`src/rtl/timer_slot_event_scheduler_assert.svh`:
```
// ----------------------------------------------------------------------------
// timer slot event scheduler assertion macros
// shared property wrappers, clocked on the rising edge, disabled in reset
// ----------------------------------------------------------------------------
`ifndef TIMER_SLOT_EVENT_SCHEDULER_ASSERT_SVH
`define TIMER_SLOT_EVENT_SCHEDULER_ASSERT_SVH

// same-cycle implication
`define TSES_ASSERT_NOW(label, clk, rstn, ante, cons, msg) \
    label: assert property (@(posedge clk) disable iff (!(rstn)) (ante) |-> (cons)) \
        else $error(msg);

// next-cycle implication
`define TSES_ASSERT_NEXT(label, clk, rstn, ante, cons, msg) \
    label: assert property (@(posedge clk) disable iff (!(rstn)) (ante) |=> (cons)) \
        else $error(msg);

`endif

```
`src/rtl/tses_pkg.sv`:
```
// ----------------------------------------------------------------------------
// tses_pkg
// opcodes, result kinds, controller states and the control/status bundles
// ----------------------------------------------------------------------------
package tses_pkg;

    localparam int TIME_W  = 32;
    localparam int SLOT_W  = 5;
    localparam int DELTA_W = 31;
    localparam int KIND_W  = 3;
    localparam int OP_W    = 2;

    localparam logic [DELTA_W-1:0] DELTA_NONE = {DELTA_W{1'b1}};

    typedef enum logic [OP_W-1:0] {
        OP_TICK     = 2'd0,
        OP_SCHED    = 2'd1,
        OP_POST     = 2'd2,
        OP_DISPATCH = 2'd3
    } op_t;

    typedef enum logic [KIND_W-1:0] {
        KIND_FIRED    = 3'd0,
        KIND_NEXT     = 3'd1,
        KIND_ACCEPTED = 3'd2,
        KIND_REJECTED = 3'd3,
        KIND_EVENT    = 3'd4,
        KIND_EMPTY    = 3'd5
    } kind_t;

    typedef enum logic [1:0] {
        ST_IDLE,
        ST_SCAN,
        ST_FINAL,
        ST_EXEC
    } state_t;

    // controller to datapath
    typedef struct packed {
        logic accept;      // capture the incoming command
        logic scan_step;   // retire the current timer slot of a tick
        logic final_emit;  // send the next-deadline result
        logic exec;        // run a schedule, post or dispatch
    } cmd_t;

    // datapath to controller
    typedef struct packed {
        logic out_free;    // output register can take a result this cycle
        logic fire;        // current scan slot is due
        logic idx_last;    // current scan slot is the highest one
    } status_t;

endpackage

```
`src/rtl/tses_ctrl.sv`:
```
// ----------------------------------------------------------------------------
// tses_ctrl
// command sequencer: accept, timer scan, final result, single-result commands
// ----------------------------------------------------------------------------
module tses_ctrl
    import tses_pkg::*;
(
    input  logic            aclk,
    input  logic            aresetn,
    input  logic            s_valid,
    input  logic [OP_W-1:0] s_opcode,
    output logic            s_ready,
    input  status_t         status,
    output cmd_t            cmd
);

    state_t state_reg;
    state_t state_next;

    always_ff @(posedge aclk) begin
        if (!aresetn) begin
            state_reg <= ST_IDLE;
        end else begin
            state_reg <= state_next;
        end
    end

    always_comb begin
        state_next = state_reg;
        cmd        = '0;
        s_ready    = 1'b0;
        case (state_reg)
            ST_IDLE: begin
                s_ready = 1'b1;
                if (s_valid) begin
                    cmd.accept = 1'b1;
                    if (op_t'(s_opcode) == OP_TICK) begin
                        state_next = ST_SCAN;
                    end else begin
                        state_next = ST_EXEC;
                    end
                end
            end
            ST_SCAN: begin
                // a due slot needs room in the output register
                if (!status.fire || status.out_free) begin
                    cmd.scan_step = 1'b1;
                    if (status.idx_last) begin
                        state_next = ST_FINAL;
                    end
                end
            end
            ST_FINAL: begin
                if (status.out_free) begin
                    cmd.final_emit = 1'b1;
                    state_next     = ST_IDLE;
                end
            end
            ST_EXEC: begin
                if (status.out_free) begin
                    cmd.exec   = 1'b1;
                    state_next = ST_IDLE;
                end
            end
            default: begin
                state_next = ST_IDLE;
            end
        endcase
    end

endmodule

```
`src/rtl/tses_dp.sv`:
```
// ----------------------------------------------------------------------------
// tses_dp
// time counter, timer table, event slot bitmap and queue, output register
// ----------------------------------------------------------------------------
module tses_dp
    import tses_pkg::*;
#(
    parameter int TIMER_SLOTS = 8,
    parameter int EVENT_SLOTS = 8
) (
    input  logic               aclk,
    input  logic               aresetn,
    input  cmd_t               cmd,
    input  logic [OP_W-1:0]    s_opcode,
    input  logic [TIME_W-1:0]  s_delay_ticks,
    output status_t            status,
    input  logic               m_ready,
    output logic               m_valid,
    output logic [KIND_W-1:0]  m_kind,
    output logic [SLOT_W-1:0]  m_slot,
    output logic [DELTA_W-1:0] m_next_delta,
    output logic               m_last
);

    localparam int TW = (TIMER_SLOTS > 1) ? $clog2(TIMER_SLOTS) : 1;
    localparam int EW = (EVENT_SLOTS > 1) ? $clog2(EVENT_SLOTS) : 1;
    localparam int CW = $clog2(EVENT_SLOTS + 1);
    localparam int SW = EW + 2;

    // stores
    logic [TIME_W-1:0] trig_mem [TIMER_SLOTS];
    logic [EW-1:0]     fifo_mem [EVENT_SLOTS];

    // state
    logic [TIME_W-1:0]      time_reg, time_next;
    logic [TIMER_SLOTS-1:0] valid_reg, valid_next;
    logic [EVENT_SLOTS-1:0] busy_reg, busy_next;
    logic [EW-1:0]          rd_ptr_reg, rd_ptr_next;
    logic [CW-1:0]          count_reg, count_next;
    logic [TW-1:0]          idx_reg, idx_next;
    logic [DELTA_W-1:0]     smallest_reg, smallest_next;
    op_t                    op_reg;
    logic [TIME_W-1:0]      delay_reg;
    logic [TIME_W-1:0]      trig_rdata_reg;
    logic [EW-1:0]          fifo_rdata_reg;

    // output register
    logic               out_valid_reg, out_valid_next;
    kind_t              out_kind_reg, out_kind_next;
    logic [SLOT_W-1:0]  out_slot_reg, out_slot_next;
    logic [DELTA_W-1:0] out_delta_reg, out_delta_next;
    logic               out_last_reg, out_last_next;
    logic               out_load;
    logic               out_free;

    // memory ports
    logic              trig_we;
    logic [TW-1:0]     trig_waddr;
    logic              trig_rd_en;
    logic [TW-1:0]     trig_rd_addr;
    logic              fifo_we;
    logic [EW-1:0]     fifo_waddr;

    // scan and allocation helpers
    logic [TIME_W-1:0] remain;
    logic              idx_valid;
    logic              fire;
    logic              idx_last;
    logic [TW-1:0]     tfree;
    logic              tfull;
    logic [EW-1:0]     efree;
    logic              efull;
    logic [SW-1:0]     tail_sum;
    logic [EW-1:0]     tail;

    assign out_free  = !out_valid_reg || m_ready;
    assign remain    = trig_rdata_reg - time_reg;
    assign idx_valid = valid_reg[idx_reg];
    assign fire      = idx_valid && ((remain == '0) || remain[TIME_W-1]);
    assign idx_last  = (idx_reg == TW'(TIMER_SLOTS - 1));

    assign status.out_free = out_free;
    assign status.fire     = fire;
    assign status.idx_last = idx_last;

    // lowest free slots
    always_comb begin
        tfree = '0;
        for (int i = TIMER_SLOTS - 1; i >= 0; i--) begin
            if (!valid_reg[i]) begin
                tfree = TW'(i);
            end
        end
        efree = '0;
        for (int j = EVENT_SLOTS - 1; j >= 0; j--) begin
            if (!busy_reg[j]) begin
                efree = EW'(j);
            end
        end
    end

    assign tfull = &valid_reg;
    assign efull = (&busy_reg) || (count_reg >= CW'(EVENT_SLOTS));

    // queue tail, wrapped once since pointer plus count stays below twice the depth
    always_comb begin
        tail_sum = SW'(rd_ptr_reg) + SW'(count_reg);
        if (tail_sum >= SW'(EVENT_SLOTS)) begin
            tail_sum = tail_sum - SW'(EVENT_SLOTS);
        end
        tail = tail_sum[EW-1:0];
    end

    always_comb begin
        time_next      = time_reg;
        valid_next     = valid_reg;
        busy_next      = busy_reg;
        rd_ptr_next    = rd_ptr_reg;
        count_next     = count_reg;
        idx_next       = idx_reg;
        smallest_next  = smallest_reg;
        out_load       = 1'b0;
        out_kind_next  = out_kind_reg;
        out_slot_next  = out_slot_reg;
        out_delta_next = out_delta_reg;
        out_last_next  = out_last_reg;
        trig_we        = 1'b0;
        trig_waddr     = tfree;
        trig_rd_en     = 1'b0;
        trig_rd_addr   = '0;
        fifo_we        = 1'b0;
        fifo_waddr     = tail;

        if (cmd.accept && (op_t'(s_opcode) == OP_TICK)) begin
            time_next     = time_reg + TIME_W'(1);
            idx_next      = '0;
            smallest_next = DELTA_NONE;
            trig_rd_en    = 1'b1;
        end

        if (cmd.scan_step) begin
            if (fire) begin
                valid_next[idx_reg] = 1'b0;
                out_load            = 1'b1;
                out_kind_next       = KIND_FIRED;
                out_slot_next       = SLOT_W'(idx_reg);
                out_delta_next      = '0;
                out_last_next       = 1'b0;
            end else if (idx_valid && (remain[DELTA_W-1:0] < smallest_reg)) begin
                smallest_next = remain[DELTA_W-1:0];
            end
            if (!idx_last) begin
                idx_next     = idx_reg + TW'(1);
                trig_rd_en   = 1'b1;
                trig_rd_addr = idx_reg + TW'(1);
            end
        end

        if (cmd.final_emit) begin
            out_load       = 1'b1;
            out_kind_next  = KIND_NEXT;
            out_slot_next  = '0;
            out_delta_next = smallest_reg;
            out_last_next  = 1'b1;
        end

        if (cmd.exec) begin
            out_load       = 1'b1;
            out_slot_next  = '0;
            out_delta_next = '0;
            out_last_next  = 1'b1;
            out_kind_next  = KIND_REJECTED;
            case (op_reg)
                OP_SCHED: begin
                    if (!delay_reg[TIME_W-1] && !tfull) begin
                        trig_we           = 1'b1;
                        valid_next[tfree] = 1'b1;
                        out_kind_next     = KIND_ACCEPTED;
                        out_slot_next     = SLOT_W'(tfree);
                    end
                end
                OP_POST: begin
                    if (!efull) begin
                        fifo_we          = 1'b1;
                        busy_next[efree] = 1'b1;
                        count_next       = count_reg + CW'(1);
                        out_kind_next    = KIND_ACCEPTED;
                        out_slot_next    = SLOT_W'(efree);
                    end
                end
                OP_DISPATCH: begin
                    if (count_reg == '0) begin
                        out_kind_next = KIND_EMPTY;
                    end else begin
                        busy_next[fifo_rdata_reg] = 1'b0;
                        count_next                = count_reg - CW'(1);
                        if (rd_ptr_reg == EW'(EVENT_SLOTS - 1)) begin
                            rd_ptr_next = '0;
                        end else begin
                            rd_ptr_next = rd_ptr_reg + EW'(1);
                        end
                        out_kind_next = KIND_EVENT;
                        out_slot_next = SLOT_W'(fifo_rdata_reg);
                    end
                end
                default: begin
                    out_load = 1'b0;
                end
            endcase
        end

        if (out_load) begin
            out_valid_next = 1'b1;
        end else if (m_ready) begin
            out_valid_next = 1'b0;
        end else begin
            out_valid_next = out_valid_reg;
        end
    end

    // control state
    always_ff @(posedge aclk) begin
        if (!aresetn) begin
            time_reg      <= '0;
            valid_reg     <= '0;
            busy_reg      <= '0;
            rd_ptr_reg    <= '0;
            count_reg     <= '0;
            out_valid_reg <= 1'b0;
        end else begin
            time_reg      <= time_next;
            valid_reg     <= valid_next;
            busy_reg      <= busy_next;
            rd_ptr_reg    <= rd_ptr_next;
            count_reg     <= count_next;
            out_valid_reg <= out_valid_next;
        end
    end

    // payload
    always_ff @(posedge aclk) begin
        idx_reg       <= idx_next;
        smallest_reg  <= smallest_next;
        out_kind_reg  <= out_kind_next;
        out_slot_reg  <= out_slot_next;
        out_delta_reg <= out_delta_next;
        out_last_reg  <= out_last_next;
        if (cmd.accept) begin
            op_reg    <= op_t'(s_opcode);
            delay_reg <= s_delay_ticks;
        end
    end

    // trigger time table, one write and one registered read port
    always_ff @(posedge aclk) begin
        if (trig_we) begin
            trig_mem[trig_waddr] <= time_reg + delay_reg;
        end
        if (trig_rd_en) begin
            trig_rdata_reg <= trig_mem[trig_rd_addr];
        end
    end

    // event queue, head read every cycle
    always_ff @(posedge aclk) begin
        if (fifo_we) begin
            fifo_mem[fifo_waddr] <= efree;
        end
        fifo_rdata_reg <= fifo_mem[rd_ptr_reg];
    end

    assign m_valid      = out_valid_reg;
    assign m_kind       = out_kind_reg;
    assign m_slot       = out_slot_reg;
    assign m_next_delta = out_delta_reg;
    assign m_last       = out_last_reg;

endmodule

```
`src/rtl/timer_slot_event_scheduler.sv`:
```
// ----------------------------------------------------------------------------
// timer_slot_event_scheduler
// multi-slot one-shot timer table with a bitmap-allocated event queue
// ----------------------------------------------------------------------------
// Commands arrive one per transfer on the s_ channel and are worked one at a
// time. A tick (opcode 0) bumps the 32-bit tick counter, then walks the timer
// slots in index order at one slot per cycle (a due slot stalls the walk while
// the output register is full) through the single read port of the
// trigger-time table; every due slot is freed and reported as a "timer fired"
// transfer, and the walk ends with one "next deadline" transfer giving the
// smallest remaining distance (all ones when nothing is pending), marked with
// m_last. Schedule, post and dispatch (opcodes 1 to 3) each give exactly one
// result with m_last set. Back-pressure on m_ready holds the command back
// whenever a new result is ready to load while the previous one still waits in
// the output register. A delay with bit 31 set, a full timer table or a full
// event table is answered with "rejected"; dispatching from an empty queue
// answers "queue empty". No clearing pass runs after reset: free slots are
// tracked by bitmaps, so table contents are only read once written.
// ----------------------------------------------------------------------------
`include "timer_slot_event_scheduler_assert.svh"

module timer_slot_event_scheduler
    import tses_pkg::*;
#(
    parameter int TIMER_SLOTS = 8,
    parameter int EVENT_SLOTS = 8
) (
    input  logic               aclk,
    input  logic               aresetn,
    // command channel
    input  logic               s_valid,
    output logic               s_ready,
    input  logic [OP_W-1:0]    s_opcode,
    input  logic [TIME_W-1:0]  s_delay_ticks,
    // result channel
    output logic               m_valid,
    input  logic               m_ready,
    output logic [KIND_W-1:0]  m_kind,
    output logic [SLOT_W-1:0]  m_slot,
    output logic [DELTA_W-1:0] m_next_delta,
    output logic               m_last
);

    cmd_t    cmd;
    status_t status;

    // sequencer: decides when each command step may run
    tses_ctrl u_ctrl (
        .aclk     (aclk),
        .aresetn  (aresetn),
        .s_valid  (s_valid),
        .s_opcode (s_opcode),
        .s_ready  (s_ready),
        .status   (status),
        .cmd      (cmd)
    );

    // tables, queue, tick counter and the output register
    tses_dp #(
        .TIMER_SLOTS (TIMER_SLOTS),
        .EVENT_SLOTS (EVENT_SLOTS)
    ) u_dp (
        .aclk          (aclk),
        .aresetn       (aresetn),
        .cmd           (cmd),
        .s_opcode      (s_opcode),
        .s_delay_ticks (s_delay_ticks),
        .status        (status),
        .m_ready       (m_ready),
        .m_valid       (m_valid),
        .m_kind        (m_kind),
        .m_slot        (m_slot),
        .m_next_delta  (m_next_delta),
        .m_last        (m_last)
    );

    // one command in flight: a transfer closes the command port
    `TSES_ASSERT_NEXT(a_one_in_flight, aclk, aresetn, s_valid && s_ready, !s_ready, "command accepted while busy")

    // the end of a tick walk always lands as a final deadline result
    `TSES_ASSERT_NEXT(a_final_result, aclk, aresetn, cmd.final_emit, m_valid && m_last && (m_kind == KIND_NEXT), "tick did not close with a deadline result")

    // a fired timer is never the last result of its tick
    `TSES_ASSERT_NOW(a_fired_not_last, aclk, aresetn, m_valid && (m_kind == KIND_FIRED), !m_last, "fired timer flagged as last")

endmodule

```
`config.mk`:
```
export PLATFORM = sky130hd
export DESIGN_NAME = timer_slot_event_scheduler
export DESIGN_NICKNAME = d
export VERILOG_FILES = /design/src/rtl/tses_pkg.sv /design/src/rtl/tses_ctrl.sv /design/src/rtl/tses_dp.sv /design/src/rtl/timer_slot_event_scheduler.sv
export VERILOG_INCLUDE_DIRS = /design/src /design/src/rtl
export SDC_FILE = /design/constraint.sdc
export NUM_CORES = 1
export LEC_CHECK = 0
export BUFFER_PORTS_ARGS = -buffer_cell sky130_fd_sc_hd__buf_2
export CORE_UTILIZATION = 51
export CTS_BUF_LIST = sky130_fd_sc_hd__clkbuf_4 sky130_fd_sc_hd__clkbuf_8
export DETAILED_ROUTE_END_ITERATION = 16
export PLACE_DENSITY = 0.77
export SYNTH_ARGS = -nofsm -noshare
export SYNTH_HDL_FRONTEND = slang
export SYNTH_SLANG_ARGS = --single-unit
```
`constraint.sdc`:
```
create_clock -name aclk -period 7.7 [get_ports aclk]
set_input_delay 1.54 -clock aclk [delete_from_list [all_inputs] [get_ports aclk]]
set_output_delay 1.54 -clock aclk [all_outputs]
set_load 0.005 [all_outputs]
```
# Word level (Yosys, flattened, before mapping)
# Memories as Yosys holds them, arrays and structs flattened. A register that Yosys moved wholly into a read port is not among the register bits.
# Index checks and enable logic that the tools add are counted.
totals:
  register_bits: 166
  ram_bits: 280
  output_inout_bits: 42
  wordCells: 196
  memories: 2
op_classes:
  addsub: 9
  order_cmp: 11
  eq_ne: 14
  mux: 101
  bitwise: 7
  n_reduce_logical: 37
memory_table:
  columns: ["name", "depth", "word_bits", "rd", "rd_ports_with_merged_regs", "wr", "line", "rtl"]
  rows:
  - ["u_dp.trig_mem", 8, 32, 1, 1, 1, "tses_dp.sv:31", "logic [TIME_W-1:0] trig_mem [TIMER_SLOTS];"]
  - ["u_dp.fifo_mem", 8, 3, 1, 1, 1, "tses_dp.sv:32", "logic [EW-1:0] fifo_mem [EVENT_SLOTS];"]
op_table:
  columns: ["operator", "count"]
  rows:
  - ["2-to-1 mux 31 bit", 7]
  - ["2-to-1 mux 3 bit", 30]
  - ["2-to-1 mux 8 bit", 7]
  - ["2-to-1 mux 1 bit", 36]
  - ["adder 32 x 1 -> 32 bit, second input constant", 1]
  - ["adder 32 bit", 1]
  - ["zero test 32 bit", 1]
  - ["subtractor 32 bit", 1]
  - ["< comparator 31 bit", 1]
  - ["2-to-1 mux 5 bit", 4]
  - ["bitwise AND 8 bit", 2]
  - ["< comparator 3 x 4 -> 1 bit, second input constant", 4]
  - ["inverter 8 bit", 2]
  - ["bitwise OR 8 bit", 2]
  - ["case mux 8 bit (2 select lines)", 1]
  - ["AND reduction 8 bit", 2]
  - ["case mux 5 bit (3 select lines)", 1]
  - ["demux 1 bit (select 3 bit)", 4]
  - [">= comparator 3 x 1 -> 1 bit, second input constant", 4]
  - ["2-to-1 mux 2 bit", 5]
  - ["case mux 3 bit (3 select lines)", 1]
  - ["equality test 2 bit, second input constant", 4]
  - ["logical AND 1 bit", 8]
  - ["2-to-1 mux 4 bit", 2]
  - ["other kinds (26)", 48]

# Logic depth before layout (Yosys ltp)
# Gate-level depths: netlist (run 1).
logic_depth:
  word_depth: 16
  mapped_depth: 24
  ltp_nobuf: 22

# Cells and area by module
# A second synthesis (run 1) with hierarchy kept.
unflattened:
  cells_unflattened: 1914
  hier_area_um2: 23013.3
modules_own_cells:
  columns: ["module", "n_inst", "cells_per_inst", "area_per_inst_um2", "seq_area_each_um2"]
  rows:
  - ["tses_dp", 1, 1896, 22861.9, 13072.5]
  - ["tses_ctrl", 1, 18, 151.4, 40.0]

# Worst setup path after synthesis (run 1)
# OpenSTA, ideal clock, no wires.
synth_timing:
  kind: "input to register"
  start: "input m_ready"
  end: "register u_dp.valid_reg[3]"
  setup_ns: 0.068
  arrival_time_ns: 5.145
  required_time_ns: 7.632
  setup_slack_ns: 2.486
  stages: 7
  cell_sequence: "nand2b_1 -> and2_1 -> nand2_1 -> nor2_1 -> nand3_1 -> nor3b_1 -> o221a_2"
synth_between:
  elab_chain_len: 9
synth_lines:
  columns: ["element", "line", "rtl"]
  rows:
  - ["from (decl)", "timer_slot_event_scheduler.sv:37", "input logic m_ready,"]
  - ["logical OR 1 bit (*)", "tses_dp.sv:76", "assign out_free = !out_valid_reg || m_ready;"]
  - ["logical OR 1 bit", "tses_ctrl.sv:46", "if (!status.fire || status.out_free) begin"]
  - ["2-to-1 mux 1 bit", "tses_ctrl.sv:46", null]
  - ["2-to-1 mux 1 bit", "tses_ctrl.sv:32", "case (state_reg)"]
  - ["2-to-1 mux 8 bit", "tses_dp.sv:141", "if (cmd.scan_step) begin"]
  - ["bitwise OR 8 bit (no line)", null, null]
  - ["2-to-1 mux 8 bit", "tses_dp.sv:175", "if (!delay_reg[TIME_W-1] && !tfull) begin"]
  - ["2-to-1 mux 8 bit", "tses_dp.sv:173", "case (op_reg)"]
  - ["2-to-1 mux 8 bit (*)", "tses_dp.sv:167", "if (cmd.exec) begin"]
  - ["to (signal assigned)", "tses_dp.sv:232", "valid_reg <= valid_next;"]
  - ["to (decl)", "tses_dp.sv:36", "logic [TIMER_SLOTS-1:0] valid_reg, valid_next;"]
# Mark *: on every way between the ends. The rest lies on a longest branch, timed or not.
# A chain may end at the register's enable or synchronous reset.

# Worst setup path in the final report (run 1)
layout_timing:
  start: "register u_dp.time_reg[4]"
  end: "register u_dp.smallest_reg[3]"
layout_between:
  elab_chain_len: 9
layout_lines:
  columns: ["element", "line", "rtl"]
  rows:
  - ["from (decl)", "tses_dp.sv:35", "logic [TIME_W-1:0] time_reg, time_next;"]
  - ["from (signal assigned)", "tses_dp.sv:231", "time_reg <= time_next;"]
  - ["subtractor 32 bit (*)", "tses_dp.sv:77", "assign remain = trig_rdata_reg - time_reg;"]
  - ["parallel branches: the longest is 7 deep, another holds < comparator 31 bit", null, null]
  - ["2-to-1 mux 31 bit (*)", "tses_dp.sv:141", null]
  - ["via u_dp.smallest_next[3]", "tses_dp.sv:41", "logic [DELTA_W-1:0] smallest_reg, smallest_next;"]
  - ["to (signal assigned)", "tses_dp.sv:243", "smallest_reg <= smallest_next;"]
  - ["to (decl)", "tses_dp.sv:41", null]
# Mark *: on every way through the listed nets, which the timed path passes.

==> results by group, run 1 <==
Routing
  • Post-Route WL: 55.1 mm
  • Via count: 16,000
  • Detail Route Antenna Nets: 0
  • Drt pass-1 iters: 7
  • DRC: 0
  • Iteration-0 DRC Markers: 1,395
  • Vias per cell: 5.99
  • Routed length per instance: 20.6 um

STA
  • Hold Vio Cnt, Final: 0
  • Worst relative slew slack: 21.2%
  • Clock skew: 0.0282 ns
  • RSZ-0062 raised after global routing: false
  • Worst hold slack: 0.472 ns
  • Setup TNS: 0 ns
  • Final worst-path cycle share: 74.2%
  • Endpoints failing setup: 0
  • Worst Tran Pin Value: 1.18 ns
  • Minimum clock period: 5.71 ns
  • Final Max Tran Viols: 0
  • Slack of the critical path: 1.99 ns
  • Achievable Freq: 175 MHz

Setup path
  • CP Depth: 19
  • CP endpoint kind: flop
  • CP bufs+invs: 1
  • Crit path launch type: flop
  • CP peak stage delay: 0.93 ns
  • Crit path top cell by count: o21ai_0
  • Critical path data required time: 8.21 ns
  • CP Class: reg -> reg
  • Setup crit start: u_dp.time_reg[4]$_SDFFE_PN0P_
  • Slowest-stage cell, CP: and3_2
  • Register-to-Register Path Depth: 19
  • Critical path cell sequence: inv_1 -> ha_1 -> o21ai_0 -> o211a_1 -> or2_2 -> o21ai_0 -> xor2_1 -> ha_1 -> a21o_1 -> a21o_1 -> a21oi_1 -> nor2b_1 -> o21ai_0 -> nand2b_1 -> a21oi_1 -> nor2b_1 -> o41ai_1 -> and3_2 -> mux2_2
  • Worst R2R Start: u_dp.time_reg[4]$_SDFFE_PN0P_
  • R2R Path End: u_dp.smallest_reg[3]$_DFF_P_
  • Worst setup endpoint: u_dp.smallest_reg[3]$_DFF_P_
  • WP data arrival: 6.22 ns
  • Crit-path max FO: 31
  • R2R setup slack: 1.99 ns
  • Cell family with most CP delay: compound AO/OA/AOI/OAI gates

Yosys
  • Post-Synth Adder-Cell Area: 5.80%
  • Cell area after synthesis: 22,900 um2
  • Avg Inst Size Synth: 11.9 um2
  • Simple-gate share of the synthesized area: 12.9%
  • Synth top area share: 46.1%
  • Ranking of synthesized cells by area: edfxtp_1, dfxtp_1, ha_1
  • Yosys top cell by area: edfxtp_1
  • Cell variety after synth: 95
  • Largest family of logic cells by synthesized area: compound AO/OA/AOI/OAI gates
  • Mux contribution to synthesized area: 2.64%
  • Post-Synth XOR/XNOR Area: 3.31%
  • Post-synth EDFFs: 352
  • Ys flop type: edfxtp_1
  • Synth async-reset ratio: 0%
  • Yosys reg bits: 479
  • Synth warn: 0
  • Synthesized instance count: 1,933
  • Compound-Gate Fraction of Synth Area: 14.9%
  • Seq/Total Area, Yosys: 57.2%

Layout
  • ANT cells: 0
  • Area occupied by multi-input gates: 9170 um2
  • Area Growth Syn to Fin: 11.3%
  • Share of cells above drive strength 1: 15.3%
  • Nets@finish: 2,167
  • Top reg by flops: u_dp.trig_mem
  • Filler instances: 3,586
  • Max reg flops: 256
  • Register area: 13,100 um2
  • Layout Utilization: 57.6%

Clock tree
  • Hold buffers post-CTS: 0
  • Clock buffer depth: 3
  • H-tree depth: 3
  • CTS-repair resized insts: 0
  • Clock sink count: 479
  • Post-CTS Setup Bufs: 0
  • Clock buffer count from CTS: 79
  • Worst-path clk slew: 0.06 ns
  • Root buf cell: clkbuf_8
  • Clock insertion delay at the later pin of the skew report: 0.64 ns
  • CTS tree: built

Power
  • Pwr dens: 296 nW/um2
  • Leak: 9.61 nW
  • Total chip power: 7.55 mW
  • Max IR drop VDD: 0.190 mV

Floorplan
  • Total die area: 45,800 um2
  • Boundary pin count: 80
  • Vert. Die Dim: 214 um
  • Initial Util: 51.8%
  • Row Count: 77
  • Core footprint: 44,300 um2
  • Die width: 214 um

Global routing
  • Tot GR Track Use: 23.9%
  • Vias in the first global route: 15,600
  • Antenna violations before repair: 0
  • Pin count of the biggest net entering global routing: 65
  • Global route overflow: 0
  • Global-route wire length before repair: 86.2 mm

Placed design
  • DP Wirelength: 34.9 mm
  • Gpl congestion: 0.971
  • I/O Buffers: 77
  • Dpl ws: 2.07 ns

Job
  • Max_cap viols: 0

Min path
  • Worst hold path type: reg -> reg

Run status
  • Outcome: finished, final reports clean
## power breakdown
part,total (mW),internal [mW],switching [mW]
combinational,2.11,0.818,1.30
sequential,3.17,3.02,0.156
clock,2.26,1.27,0.996
total,7.55,5.10,2.45
## metal layers
metal  global-route usage, %  vias to the layer above  wire length, um
met5                   0.313                        -                0
met3                    3.99                      110             3940
met2                    37.1                      650            25100
met1                    33.0                     7805            24100
li1                        -                     7476                -
met4                    10.8                        0             1950
## Yosys cell counts, types with 26 or more instances
library cell,n
edfxtp_1,352
nand2_1,167
dfxtp_1,127
ha_1,100
inv_1,98
nor2_1,96
a21oi_1,69
clkbuf_1,68
a22oi_1,66
xnor2_1,65
a32oi_1,64
o21ai_0,58
a21o_1,56
and3_1,51
and2_1,37
nand3_1,35
a22o_1,33
nand2b_1,26
## worst min-delay path by stage
stage	startpoint	to	slack [ns]	depth (start not counted)
after floorplan	u_dp.smallest_reg[11]$_DFF_P_	u_dp.m_next_delta[11]$_SDFFE_PP0P_	0.46	1
after global placement	u_dp.m_next_delta[22]$_SDFFE_PP0P_	u_dp.m_next_delta[22]$_SDFFE_PP0P_	0.46	1
after detailed placement	u_dp.m_next_delta[5]$_SDFFE_PP0P_	u_dp.m_next_delta[5]$_SDFFE_PP0P_	0.46	1
final	u_dp.m_next_delta[14]$_SDFFE_PP0P_	u_dp.m_next_delta[14]$_SDFFE_PP0P_	0.47	1
after global routing	u_dp.m_next_delta[14]$_SDFFE_PP0P_	u_dp.m_next_delta[14]$_SDFFE_PP0P_	0.49	1
after CTS	u_dp.m_next_delta[26]$_SDFFE_PP0P_	u_dp.m_next_delta[26]$_SDFFE_PP0P_	0.47	1
## metrics by stage
stage	instances	instance area (um2)
global route	2677	25500
CTS	2677	25500
detailed placement	2536	23900
global placement	2536	23900
floorplan	1934	22900
finish	2677	25500
## final cells by class
type                    instances  share of cell area [%]
well taps                     592                    2.90
clock buffers                 113                    5.46
inverters                      99                    1.46
clock inverters                28                   0.838
multi-input cells            1270                    35.9
repair buffers                 96                    2.07
flip-flops and latches        479                    51.4
## placed cells by master (no fill, tap or decap), types with 9 or more instances in the layout
master    instances
edfxtp_1        352
nand2_1         166
dfxtp_1         127
ha_1            100
inv_1            98
nor2_1           88
clkbuf_8         87
buf_2            77
a21oi_1          69
a22oi_1          66
xnor2_1          65
a32oi_1          64
o21ai_0          58
a21o_1           56
and3_1           50
and2_1           37
nand3_1          35
a22o_1           33
nand2b_1         26
clkbuf_4         26
nor3_1           24
nand4_1          24
nor2b_1          22
or2_2            22
mux2i_1          20
buf_4            19
xor2_1           18
a31oi_1          15
mux2_4           15
nor4_1           13
clkinv_1         13
or3_1            12
a21boi_0         11
o21a_1            9
nor2_4            9
## logic make-up after synthesis
group,count (synthesis)
AOI/OAI and AO/OA,464
muxes,45
other,1
and+or+nand+nor,570
adders and majority gates,104
DFF,479
xor gates and xnor gates,85
buffers and inverters,185
Power figures use the tool's default switching activity.
==> run 2: changes to the inputs <==
- clock period: 7.7 -> 5.7 ns (I/O delays scaled with it)
==> results by group, run 2 (same netlist as run 1, synthesis figures left out) <==
Run status
  • Outcome: finished, final reports clean

Setup path
  • CP endpoint kind: flop
  • Critical path data required time: 6.24 ns (-1.97 ns)
  • CP bufs+invs: 3 (+2)
  • CP Class: reg -> reg
  • Slowest-stage cell, CP: dfxtp_1
  • WP data arrival: 5.96 ns (-0.26 ns)
  • CP peak stage delay: 0.44 ns (-0.49 ns)
  • Critical path cell sequence: inv_1 -> ha_1 -> a21oi_1 -> o21ai_0 -> nand3b_2 -> a221o_1 -> a21oi_1 -> xor2_1 -> inv_1 -> ha_1 -> nor2b_1 -> o21ai_0 -> nand2b_1 -> a21oi_1 -> nor2b_1 -> o21ai_0 -> nand2b_1 -> a211oi_1 -> and3_2 -> buf_12 -> mux2_2
  • Crit path launch type: flop
  • Cell family with most CP delay: compound AO/OA/AOI/OAI gates
  • Crit-path max FO: 25 (-19%)

Routing
  • Vias per cell: 5.99 (-0.12%)
  • Post-Route WL: 56.0 mm (+1.6%)
  • Drt pass-1 iters: 6 (-1)
  • Iteration-0 DRC Markers: 1,458 (+4.5%)
  • Detail Route Antenna Nets: 0 (unchanged)
  • DRC: 0 (unchanged)
  • Routed length per instance: 20.8 um (+0.98%)
  • Via count: 16,100 (+0.48%)

Layout
  • Most frequent cells in the layout: edfxtp_1, nand2_1, dfxtp_1, ha_1, inv_1
  • Most common cell after layout, fill and taps aside: edfxtp_1
  • Share of cells above drive strength 1: 16.5% (+1.1 points)
  • Nets@finish: 2,175 (+0.37%)
  • Top reg by flops: u_dp.trig_mem
  • Final std cell area, no fill: 25,800 um2 (+1.0%)
  • Filler instances: 3,553 (-0.92%)
  • Area Growth Syn to Fin: 12.4%
  • Max reg flops: 256 (unchanged)
  • Layout Utilization: 58.2% (+0.58 points)
  • ANT cells: 0 (unchanged)

Floorplan
  • Total die area: 45,800 um2 (unchanged)
  • Row Count: 77 (unchanged)
  • Boundary pin count: 80 (unchanged)
  • Die width: 214 um (unchanged)
  • Vert. Die Dim: 214 um (unchanged)
  • Core footprint: 44,300 um2 (unchanged)
  • Initial Util: 51.8% (unchanged)

STA
  • Worst Tran Pin Value: 1.19 ns (+0.00993 ns)
  • Worst hold slack: 0.471 ns (-0.000818 ns)
  • Worst relative slew slack: 20.0% (-1.2 points)
  • RSZ-0062 raised after global routing: false
  • Hold Vio Cnt, Final: 0 (unchanged)
  • Setup TNS: 0 ns (unchanged)
  • Final worst-path cycle share: 95.1% (+21 points)
  • Minimum clock period: 5.42 ns (-0.289 ns)
  • Clock skew: 0.0190 ns (-0.00920 ns)
  • Achievable Freq: 184 MHz (+5.3%)
  • Endpoints failing setup: 0 (unchanged)
  • Final Max Tran Viols: 0 (unchanged)

Placed design
  • DP Wirelength: 35.9 mm (+2.7%)
  • DP Area: 24,000 um2 (+0.43%)
  • Gpl congestion: 0.961 (-1.1%)
  • I/O Buffers: 77 (unchanged)

Global routing
  • Tot GR Track Use: 24.4% (+0.51 points)
  • Global-route wire length before repair: 87.7 mm (+1.8%)
  • Global route overflow: 0 (unchanged)
  • Pin count of the biggest net entering global routing: 65 (unchanged)
  • Antenna violations before repair: 0 (unchanged)
  • Vias in the first global route: 15,900 (+2.0%)

Clock tree
  • H-tree depth: 3 (unchanged)
  • Clock buffer depth: 3 (unchanged)
  • Root buf cell: clkbuf_8
  • Worst-path clk slew: 0.06 ns (about the same)
  • CTS tree: built
  • Clock sink count: 479 (unchanged)
  • Clock insertion delay at the later pin of the skew report: 0.66 ns (+0.02 ns)
  • Clock buffer count from CTS: 80 (+1.3%)

Power
  • Pwr dens: 405 nW/um2 (+37%)
  • Max IR drop VDD: 0.444 mV (+130%)
  • Total chip power: 10.4 mW (+38%)
  • Leak: 9.76 nW (+1.6%)

Job
  • Max_cap viols: 0 (unchanged)

Min path
  • Worst hold path type: reg -> reg
-- run 2: layout make-up --
| cell class | instances | area [um2] | share of cell area (%) |
|---|---|---|---|
| inverter | 99 | 372 | 1.44 |
| clock buffer | 122 | 1490 | 5.78 |
| multi-input combinational | 1270 | 9170 | 35.6 |
| sequential | 479 | 13100 | 50.9 |
| clock inverter | 28 | 264 | 1.02 |
| tap | 592 | 741 | 2.87 |
| timing repair buffer | 103 | 631 | 2.45 |
-- run 2: layer usage --
layer  share of wire [%]  global-route usage (%)  routed length, um  up-vias
met3                 7.5                    4.38               4200       88
met4                 2.2                    8.55               1250        0
li1                    -                       -                  -     7519
met1                  44                    33.3              24400     7811
met5                   0                       0                  0        -
met2                  47                    39.2              26200      700
-- run 2: stage by stage --
step / instances / worst slack (ns)
floorplan: 1934 / 0.886
global placement: 2543 / 0.511
detailed placement: 2543 / 0.360
CTS: 2693 / 0.324
global route: 2693 / 0.0363
finish: 2693 / 0.278
-- run 2: power by group --
group | internal (mW) | total (mW) | switching, mW
sequential | 4.08 | 4.28 | 0.209
combinational | 1.13 | 2.90 | 1.76
clock | 1.87 | 3.25 | 1.38
total | 7.08 | 10.4 | 3.35
-- run 2: worst paths after layout --
check                                                         from                                 end  slack (ns)  depth (start not counted)
worst min-delay path            u_dp.m_next_delta[19]$_SDFFE_PP0P_  u_dp.m_next_delta[19]$_SDFFE_PP0P_        0.47                          1
worst max-delay path                u_dp.time_reg[16]$_SDFFE_PN0P_        u_dp.smallest_reg[3]$_DFF_P_        0.28                         21
worst max register to register      u_dp.time_reg[16]$_SDFFE_PN0P_        u_dp.smallest_reg[3]$_DFF_P_        0.28                         21
worst min register to register  u_dp.m_next_delta[19]$_SDFFE_PP0P_  u_dp.m_next_delta[19]$_SDFFE_PP0P_        0.47                          1
-- run 2: repair_timing --
item	4_1_cts	5_1_grt
endpoints found under the setup margin	0	9
hold buffers	0	0
setup buffers	0	0
gates resized for setup	0	1
